File: src/jsu_pkg.sv
// ----------------------------------------------------------------------------
// jsu_pkg: shared types for the JSON string unescaper
// Result status codes and the command word that travels from the parser
// to the output sequencer.
// ----------------------------------------------------------------------------
package jsu_pkg;

  // Status of one result item.
  typedef enum logic [2:0] {
    ST_BYTE    = 3'd0,
    ST_DONE    = 3'd1,
    ST_NOQUOTE = 3'd2,
    ST_UNTERM  = 3'd3,
    ST_BADHEX  = 3'd4,
    ST_BADESC  = 3'd5,
    ST_CTRL    = 3'd6
  } status_t;

  // One parsed input byte that causes results: up to three output bytes.
  // last_idx is the index of the final result (0 to 2).
  typedef struct packed {
    logic [1:0] last_idx;
    logic [7:0] byte2;
    logic [7:0] byte1;
    logic [7:0] byte0;
    status_t    status;
  } cmd_t;

endpackage

File: src/json_string_unescape_utf8.sv
// Path: input byte -> parser -> command queue -> output register.
// Throughput: one input byte per cycle while the queue is not full; a \u
// escape that encodes to two or three bytes holds the output sequencer for
// one result per byte, and the command queue absorbs it as input flows.
// Reset: synchronous, active high; clears parser state, queue and output.
// ----------------------------------------------------------------------------
// json_string_unescape_utf8: streaming JSON string unescaper
// Parser, command queue and output sequencer in a decoupled chain.
// ----------------------------------------------------------------------------
module json_string_unescape_utf8 #(
  parameter int QUEUE_DEPTH = 4
) (
  input  logic        clk,
  input  logic        rst,
  input  logic        s_tvalid,
  output logic        s_tready,
  input  logic [7:0]  s_tdata,   // [7:0] in_byte
  output logic        m_tvalid,
  input  logic        m_tready,
  output logic [7:0]  m_tdata,   // [7:0] out_byte
  output logic [2:0]  m_tuser,   // [2:0] status
  output logic        m_tlast    // last_of_run
);
  import jsu_pkg::*;

  logic    push, full, pop, not_empty;
  cmd_t    push_cmd, head_cmd;
  logic [7:0] out_byte;
  status_t    out_status;

  jsu_front u_front (
    .clk        (clk),
    .rst        (rst),
    .in_valid   (s_tvalid),
    .in_byte    (s_tdata),
    .in_ready   (s_tready),
    .push       (push),
    .push_cmd   (push_cmd),
    .queue_full (full)
  );

  jsu_queue #(
    .DEPTH (QUEUE_DEPTH)
  ) u_queue (
    .clk       (clk),
    .rst       (rst),
    .push      (push),
    .push_cmd  (push_cmd),
    .full      (full),
    .pop       (pop),
    .not_empty (not_empty),
    .head_cmd  (head_cmd)
  );

  jsu_back u_back (
    .clk        (clk),
    .rst        (rst),
    .cmd_valid  (not_empty),
    .cmd        (head_cmd),
    .pop        (pop),
    .out_valid  (m_tvalid),
    .out_ready  (m_tready),
    .out_byte   (out_byte),
    .out_status (out_status),
    .out_last   (m_tlast)
  );

  // Drive the result fields.
  assign m_tdata = out_byte;
  assign m_tuser = out_status;

endmodule

File: src/jsu_front.sv
// ----------------------------------------------------------------------------
// jsu_front: input parser
// Walks the string grammar one byte per transfer and turns every byte that
// causes results into one command for the queue.
// ----------------------------------------------------------------------------
module jsu_front (
  input  logic          clk,
  input  logic          rst,
  input  logic          in_valid,
  input  logic [7:0]    in_byte,
  output logic          in_ready,
  output logic          push,
  output jsu_pkg::cmd_t push_cmd,
  input  logic          queue_full
);
  import jsu_pkg::*;

  typedef enum logic [1:0] {
    PH_IDLE = 2'd0,
    PH_STR  = 2'd1,
    PH_ESC  = 2'd2,
    PH_HEX  = 2'd3
  } phase_t;

  localparam logic [7:0] CH_QUOTE = 8'h22;
  localparam logic [7:0] CH_BSLASH = 8'h5C;
  localparam logic [7:0] CH_SLASH = 8'h2F;
  localparam logic [7:0] CH_B = 8'h62;
  localparam logic [7:0] CH_F = 8'h66;
  localparam logic [7:0] CH_N = 8'h6E;
  localparam logic [7:0] CH_R = 8'h72;
  localparam logic [7:0] CH_T = 8'h74;
  localparam logic [7:0] CH_U = 8'h75;

  phase_t      phase, phase_next;
  logic [1:0]  hex_count, hex_count_next;
  logic [15:0] code_point, code_point_next;

  logic        hex_ok;
  logic [3:0]  hex_val;
  logic [15:0] cp_new;
  logic        has_result;
  cmd_t        cmd;
  logic        accept;

  // Hex digit decode.
  always_comb begin
    hex_ok  = 1'b1;
    hex_val = 4'd0;
    if (in_byte >= 8'h30 && in_byte <= 8'h39) begin
      hex_val = 4'(in_byte - 8'h30);
    end else if (in_byte >= 8'h61 && in_byte <= 8'h66) begin
      hex_val = 4'(in_byte - 8'h57);
    end else if (in_byte >= 8'h41 && in_byte <= 8'h46) begin
      hex_val = 4'(in_byte - 8'h37);
    end else begin
      hex_ok = 1'b0;
    end
  end

  assign cp_new = {code_point[11:0], hex_val};

  // Grammar step and command build.
  always_comb begin
    phase_next      = phase;
    hex_count_next  = hex_count;
    code_point_next = code_point;
    has_result      = 1'b0;
    cmd             = '{last_idx: 2'd0, byte2: 8'h00, byte1: 8'h00, byte0: 8'h00,
                        status: ST_BYTE};
    case (phase)
      PH_IDLE: begin
        if (in_byte == CH_QUOTE) begin
          phase_next = PH_STR;
        end else begin
          has_result = 1'b1;
          cmd.status = ST_NOQUOTE;
        end
      end
      PH_STR: begin
        if (in_byte == CH_QUOTE) begin
          has_result = 1'b1;
          cmd.status = ST_DONE;
          phase_next = PH_IDLE;
        end else if (in_byte == 8'h00) begin
          has_result = 1'b1;
          cmd.status = ST_UNTERM;
          phase_next = PH_IDLE;
        end else if (in_byte == CH_BSLASH) begin
          phase_next = PH_ESC;
        end else if (in_byte < 8'h20) begin
          has_result = 1'b1;
          cmd.status = ST_CTRL;
          phase_next = PH_IDLE;
        end else begin
          has_result = 1'b1;
          cmd.byte0  = in_byte;
        end
      end
      PH_ESC: begin
        phase_next = PH_STR;
        has_result = 1'b1;
        case (in_byte)
          8'h00:    begin
            cmd.status = ST_UNTERM;
            phase_next = PH_IDLE;
          end
          CH_QUOTE, CH_BSLASH, CH_SLASH: cmd.byte0 = in_byte;
          CH_B:     cmd.byte0 = 8'h08;
          CH_F:     cmd.byte0 = 8'h0C;
          CH_N:     cmd.byte0 = 8'h0A;
          CH_R:     cmd.byte0 = 8'h0D;
          CH_T:     cmd.byte0 = 8'h09;
          CH_U:     begin
            has_result      = 1'b0;
            phase_next      = PH_HEX;
            hex_count_next  = 2'd0;
            code_point_next = 16'h0000;
          end
          default:  begin
            cmd.status = ST_BADESC;
            phase_next = PH_IDLE;
          end
        endcase
      end
      default: begin
        if (!hex_ok) begin
          has_result = 1'b1;
          cmd.status = ST_BADHEX;
          phase_next = PH_IDLE;
        end else if (hex_count == 2'd3) begin
          // Fourth digit: encode the code point as UTF-8.
          has_result      = 1'b1;
          phase_next      = PH_STR;
          hex_count_next  = 2'd0;
          code_point_next = 16'h0000;
          if (cp_new <= 16'h007F) begin
            cmd.byte0 = cp_new[7:0];
          end else if (cp_new <= 16'h07FF) begin
            cmd.last_idx = 2'd1;
            cmd.byte0    = 8'hC0 | {3'b000, cp_new[10:6]};
            cmd.byte1    = 8'h80 | {2'b00, cp_new[5:0]};
          end else begin
            cmd.last_idx = 2'd2;
            cmd.byte0    = 8'hE0 | {4'h0, cp_new[15:12]};
            cmd.byte1    = 8'h80 | {2'b00, cp_new[11:6]};
            cmd.byte2    = 8'h80 | {2'b00, cp_new[5:0]};
          end
        end else begin
          code_point_next = cp_new;
          hex_count_next  = hex_count + 2'd1;
        end
      end
    endcase
    // Leaving the string always clears the hex state.
    if (phase_next == PH_IDLE) begin
      hex_count_next  = 2'd0;
      code_point_next = 16'h0000;
    end
  end

  assign in_ready = !queue_full;
  assign accept   = in_valid && in_ready;
  assign push     = accept && has_result;
  assign push_cmd = cmd;

  // Parser state.
  always_ff @(posedge clk) begin
    if (rst) begin
      phase      <= PH_IDLE;
      hex_count  <= 2'd0;
      code_point <= 16'h0000;
    end else if (accept) begin
      phase      <= phase_next;
      hex_count  <= hex_count_next;
      code_point <= code_point_next;
    end
  end

endmodule

File: src/jsu_queue.sv
// ----------------------------------------------------------------------------
// jsu_queue: command queue
// Small first-in first-out store between parser and output sequencer.
// ----------------------------------------------------------------------------
module jsu_queue #(
  parameter int DEPTH = 4
) (
  input  logic          clk,
  input  logic          rst,
  input  logic          push,
  input  jsu_pkg::cmd_t push_cmd,
  output logic          full,
  input  logic          pop,
  output logic          not_empty,
  output jsu_pkg::cmd_t head_cmd
);
  import jsu_pkg::*;

  localparam int PTR_W = (DEPTH > 1) ? $clog2(DEPTH) : 1;
  localparam int CNT_W = $clog2(DEPTH + 1);
  localparam logic [PTR_W-1:0] PTR_LAST = PTR_W'(DEPTH - 1);
  localparam logic [CNT_W-1:0] CNT_FULL = CNT_W'(DEPTH);

  cmd_t             entries [DEPTH];
  logic [PTR_W-1:0] wr_ptr, rd_ptr;
  logic [CNT_W-1:0] count;
  logic             do_push, do_pop;

  assign full      = (count == CNT_FULL);
  assign not_empty = (count != '0);
  assign head_cmd  = entries[rd_ptr];
  assign do_push   = push && !full;
  assign do_pop    = pop && not_empty;

  // Storage write.
  always_ff @(posedge clk) begin
    if (do_push) begin
      entries[wr_ptr] <= push_cmd;
    end
  end

  // Pointers and fill count.
  always_ff @(posedge clk) begin
    if (rst) begin
      wr_ptr <= '0;
      rd_ptr <= '0;
      count  <= '0;
    end else begin
      if (do_push) begin
        wr_ptr <= (wr_ptr == PTR_LAST) ? '0 : wr_ptr + PTR_W'(1);
      end
      if (do_pop) begin
        rd_ptr <= (rd_ptr == PTR_LAST) ? '0 : rd_ptr + PTR_W'(1);
      end
      if (do_push && !do_pop) begin
        count <= count + CNT_W'(1);
      end else if (do_pop && !do_push) begin
        count <= count - CNT_W'(1);
      end
    end
  end

endmodule

File: src/jsu_back.sv
// ----------------------------------------------------------------------------
// jsu_back: output sequencer
// Expands each queued command into one to three result transfers held in
// an output register.
// ----------------------------------------------------------------------------
module jsu_back (
  input  logic          clk,
  input  logic          rst,
  input  logic          cmd_valid,
  input  jsu_pkg::cmd_t cmd,
  output logic          pop,
  output logic          out_valid,
  input  logic          out_ready,
  output logic [7:0]    out_byte,
  output jsu_pkg::status_t out_status,
  output logic          out_last
);
  import jsu_pkg::*;

  logic [1:0] idx;
  logic       load;
  logic       is_last;
  logic [7:0] sel_byte;

  assign load    = cmd_valid && (!out_valid || out_ready);
  assign is_last = (idx == cmd.last_idx);
  assign pop     = load && is_last;

  // Pick the byte for the current position.
  always_comb begin
    case (idx)
      2'd0:    sel_byte = cmd.byte0;
      2'd1:    sel_byte = cmd.byte1;
      default: sel_byte = cmd.byte2;
    endcase
  end

  // Position counter and output register.
  always_ff @(posedge clk) begin
    if (rst) begin
      idx       <= 2'd0;
      out_valid <= 1'b0;
    end else if (load) begin
      idx       <= is_last ? 2'd0 : idx + 2'd1;
      out_valid <= 1'b1;
    end else if (out_ready) begin
      out_valid <= 1'b0;
    end
  end

  always_ff @(posedge clk) begin
    if (load) begin
      out_byte   <= sel_byte;
      out_status <= cmd.status;
      out_last   <= is_last;
    end
  end

endmodule

File: config.mk
export PLATFORM = sky130hd
export DESIGN_NAME = json_string_unescape_utf8
export DESIGN_NICKNAME = d
export VERILOG_FILES = /design/src/jsu_pkg.sv /design/src/json_string_unescape_utf8.sv /design/src/jsu_front.sv /design/src/jsu_queue.sv /design/src/jsu_back.sv
export SDC_FILE = /design/constraint.sdc
export NUM_CORES = 1
export LEC_CHECK = 0
export BUFFER_PORTS_ARGS = -buffer_cell sky130_fd_sc_hd__buf_4
export CORE_ASPECT_RATIO = 1.75
export CORE_MARGIN = 10
export CORE_UTILIZATION = 61
export CTS_BUF_LIST = sky130_fd_sc_hd__clkbuf_16
export CTS_CLUSTER_DIAMETER = 150
export CTS_CLUSTER_SIZE = 20
export DETAILED_ROUTE_END_ITERATION = 6
export HOLD_SLACK_MARGIN = 0.1
export PLACE_DENSITY = 0.79
export SLEW_MARGIN = 0
export SYNTH_ARGS = -nofsm -noshare
export SYNTH_HDL_FRONTEND = slang
export SYNTH_SLANG_ARGS = --single-unit
File: constraint.sdc
create_clock -name clk -period 3.8 [get_ports clk]
set_input_delay 0.38 -clock clk [delete_from_list [all_inputs] [get_ports clk]]
set_output_delay 0.38 -clock clk [all_outputs]
set_load 0.005 [all_outputs]
==> metrics.md <==
| Metric | Value |
|---|---|
| Maximum number of pins on one net before global-route repair | 34 |
| Cells along the critical path | mux4_2 > xnor2_1 > nor2_1 > nand2_1 > ha_1 > inv_1 > fa_1 > xor2_1 > or3_1 > a21oi_1 |
| Port Buffer Count | 25 |
| Critical Path AT | 3.39 ns |
| Number of levels the H-tree was split into | 4 |
| Count of buffers added by post-CTS timing repair for setup | 0 |
| Placeable core region | 10400 um2 |
| Fraction of power consumed by combinational cells | 21.8% |
| Power spent charging and discharging nets | 1.26 mW |
| Proportion of synthesized area in mux cells | 9.96% |
| Largest fanout of any net on the critical path | 12 |
| Crit-path slowest cell | sky130_fd_sc_hd__mux4_2 |
| Antenna-violating nets left | 0 |
| Cell type group with the largest total delay on the critical path | multiplexers |
| Die span in y | 156 um |
| Post-route design area | 7420 um2 |
| Quantity of hold-fixing buffers added after cts | 0 |
| Internal power contribution | 3.50 mW |
| Adder and majority cell fraction of the synthesized area | 2.81% |
| Maximum clock frequency | 0.328 GHz |
| Fillers | 668 |
| Weighted congestion reported at the end of routability-driven placement | 0.921 |
| Sw Share | 26.5% |
| Synth Area per Inst | 14.3 um2 |
| Count of flip-flops with a built-in enable after synthesis | 116 |
| Number of nets in the synthesized netlist | 481 |
| Skew-Pair Late Insertion Delay | 0.41 ns |
| Worst setup margin | 0.749 ns |
| Core Util, Final | 71.6% |
| Compound-gate portion of the synthesized area | 10.3% |
| Detailed-placement wirelength estimate | 9670 um |
| Floorplan die area | 15300 um2 |
| Proportion of synthesized chip area in sequential cells | 62.3% |
| Setup violation total in the final timing report | 0 |
| Final wirelength | 14300 um |
| Register share of total power | 43.8% |
| Kind of capture point of the worst setup path | flop |
| Std-Cell Rows | 49 |
| Place WS | 0.375 ns |
| Relative area change from synthesis to final layout | 14.3% |
| Final Net Count | 515 |
| Number of resized instances in the post-cts repair step | 0 |
| Iteration-0 DRC Markers | 325 |
| Clk sinks | 144 |
| Clock share of power | 34.4% |
| Post-synthesis share of cell area spent on and, or, nand and nor gates | 11.0% |
| Yosys synthesis warning count | 0 |
| Share of the synthesized netlist area taken by xor and xnor gates | 0.809% |
| Post-synthesis sequential element count | 144 |
| Clock slew seen by the registers of the worst setup and hold paths | 0.06 ns |
| Placement Cell Area | 6820 um2 |
| Post-Synthesis Cell Area | 6490 um2 |
| Total via count in the routed design | 4119 |
| Effective utilization at floorplan | 62.7% |
| I/O Pins | 26 |
| TritonCTS clock tree | built |
| Via density per instance | 6.55 |
| Number of antenna violations at the first check in global routing | 0 |
| Final critical delay including setup and external delays | 3.05 ns |
| Ratio of cells with drive above 1 in the final layout | 21.1% |
| Launching element type of the critical path | flop |
| Average routed wire per standard cell | 22.7 um |
| Library cells used by synthesis | 64 |
| Normalized max-slew margin | 37.8% |
| Post-route setup TNS | 0 ns |
| Final Hold Violating Endpoints | 0 |
| Final hold slack | 0.241 ns |
| Leading register cell type out of synthesis | sky130_fd_sc_hd__edfxtp_1 |
| Combinational family with the most area after synthesis | simple AND/OR/NAND/NOR gates |
| Aggregate global routing overflow | 0 |
| Maximum cell stage delay along the critical path | 0.61 ns |
| Worst-Margin Slew | 0.924 ns |
| Max-slew violations | 0 |
| Clock tree root driver cell | sky130_fd_sc_hd__clkbuf_16 |
| Clock Tree Buf Depth | 2 |
| Leakage power of the design | 2.48 nW |
| X dimension of the die | 98.0 um |
| Number of global-route vias before repair | 4185 |
| Wire length of the first global-routing pass | 22500 um |
| Fraction of registers with async set/reset | 0% |
| Total routing usage reported by global routing | 18.8% |
| Unrepaired setup endpoints after global routing | false |
| Worst Path Buf+Inv | 1 |
| VDD IR max | 0.000418 V |
| Clock buffers created by TritonCTS | 17 |
| Data required time at the worst endpoint | 4.14 ns |
| First-pass DRT Iterations | 6 |
| Max_cap viols | 0 |
| Post-Route Skew | 0.00555 ns |
| Drc violations | 0 |
| # diodes | 0 |
| Instance count of the mapped netlist | 455 |
| Power density over the cells | 642 nW/um2 |
| Portion of the clock cycle consumed by the worst path in the final layout | 80.3% |
| Run status | complete, no violations |
| Type of the most critical hold path | primary input to flop |
| Worst setup path class | flop to flop |
[worst register-to-register path, stage by stage (launching register included)]
cell                      delay [ns]
sky130_fd_sc_hd__dfxtp_2        0.59
sky130_fd_sc_hd__mux4_2         0.62
sky130_fd_sc_hd__xnor2_1        0.22
sky130_fd_sc_hd__nor2_1         0.10
sky130_fd_sc_hd__nand2_1        0.18
sky130_fd_sc_hd__ha_1           0.22
sky130_fd_sc_hd__inv_1          0.06
sky130_fd_sc_hd__fa_1           0.37
sky130_fd_sc_hd__xor2_1         0.18
sky130_fd_sc_hd__or3_1          0.31
sky130_fd_sc_hd__a21oi_1        0.14
[metrics by stage]
step / cells / power, mW
floorplan: 455 / 2.79
global placement: 597 / 3.11
detailed placement: 597 / 3.16
CTS: 629 / 4.80
global route: 629 / 4.97
finish: 629 / 4.77
[metal layers]
layer  track usage [%]  part of all wire [%]  up-vias
met5                 0                     0        -
met1              20.1                    37     2085
met4              8.07                   2.2        0
li1                  -                     -     1852
met3              3.79                   4.2       24
met2              34.8                    56      158
[Yosys cell counts (all sizes together) (3+ instances only)]
master / instances / area [um2]
nand2b: 14 / 87.6
ha: 13 / 163
mux2i: 5 / 50.1
o22ai: 6 / 43.8
nand3: 3 / 15.0
or4b: 3 / 37.5
nor2: 24 / 90.1
o21ai: 21 / 109
o211ai: 5 / 47.5
o32ai: 8 / 70.1
and3: 4 / 25.0
nor3: 14 / 86.3
o31ai: 5 / 51.3
nand3b: 3 / 22.5
a22oi: 4 / 30.0
a21boi: 3 / 22.5
dfxtp: 28 / 561
xnor2: 4 / 35.0
and2: 8 / 50.1
nand2: 16 / 60.1
a21oi: 16 / 80.1
or3: 4 / 25.0
clkbuf: 10 / 37.5
nor4: 5 / 31.3
mux4: 26 / 586
inv: 21 / 78.8
buf: 11 / 61.3
a221o: 6 / 60.1
a22o: 3 / 26.3
edfxtp: 116 / 3480
nand4b: 3 / 26.3
a21o: 3 / 22.5
nor2b: 11 / 68.8
[sequential cells by signal, indices dropped and copies added (netlist names), named ones only]
name / cells
u_queue.wr_ptr: 2
u_back.out_byte: 8
u_front.phase: 2
u_queue.count: 3
u_back.out_last: 1
u_queue.entries: 104
u_front.hex_count: 2
u_front.code_point: 12
u_back.out_valid: 1
u_queue.rd_ptr: 2
u_back.out_status: 3
u_back.idx: 2
[logic make-up (layout without fill, tap and decap cells)]
kind of cell             after synthesis  in the layout
buffers and inverters                 43             90
AO/OA/AOI/OAI                         93             93
flip-flops                           144            144
XOR/XNOR                               6              6
AND/OR/NAND/NOR                      123            123
adder cells (fa/ha/maj)               14             14
multiplexers                          32             32
[final timing paths]
path | startpoint | end | slack [ns] | cells after the start
hold / removal | m_tready | u_back.out_valid$_SDFFE_PP0P_ | 0.24 | 4
hold reg to reg | u_back.idx[1]$_SDFFE_PP0P_ | u_back.idx[1]$_SDFFE_PP0P_ | 0.46 | 2
setup / recovery | flop | u_queue.count[2]$_SDFFE_PP0P_ | 0.75 | 10
setup reg to reg | flop | u_queue.count[2]$_SDFFE_PP0P_ | 0.75 | 10
[power by group through the flow]
stage	combinational (mW)	sequential, mW	clock, mW
2_1_floorplan	0.732	2.06	0
6_report	1.04	2.09	1.64
4_1_cts	1.05	2.10	1.66
3_5_place_dp	1.04	2.12	0
3_3_place_gp	1.01	2.10	0
5_1_grt	1.12	2.11	1.74
[area by class of cell]
type	count	area (um2)	area share, %
sequential	144	4050	54.5
multi-input combinational	268	2270	30.6
clock buffer	17	425	5.73
timing repair buffer	36	270	3.64
clock inverter	15	170	2.29
tap	127	159	2.14
inverter	22	82.6	1.11
[cell usage in the layout, fill, tap and decap left out, drive strengths merged, types with 8 or more instances in the layout]
| master | n |
|---|---|
| edfxtp | 116 |
| buf | 36 |
| dfxtp | 28 |
| mux4 | 26 |
| nor2 | 24 |
| inv | 21 |
| o21ai | 21 |
| clkbuf | 17 |
| nand2 | 16 |
| a21oi | 16 |
| nand2b | 14 |
| nor3 | 14 |
| ha | 13 |
| nor2b | 11 |
| clkinv | 10 |
| and2 | 8 |
| o32ai | 8 |
Power figures use the tool's default switching activity.
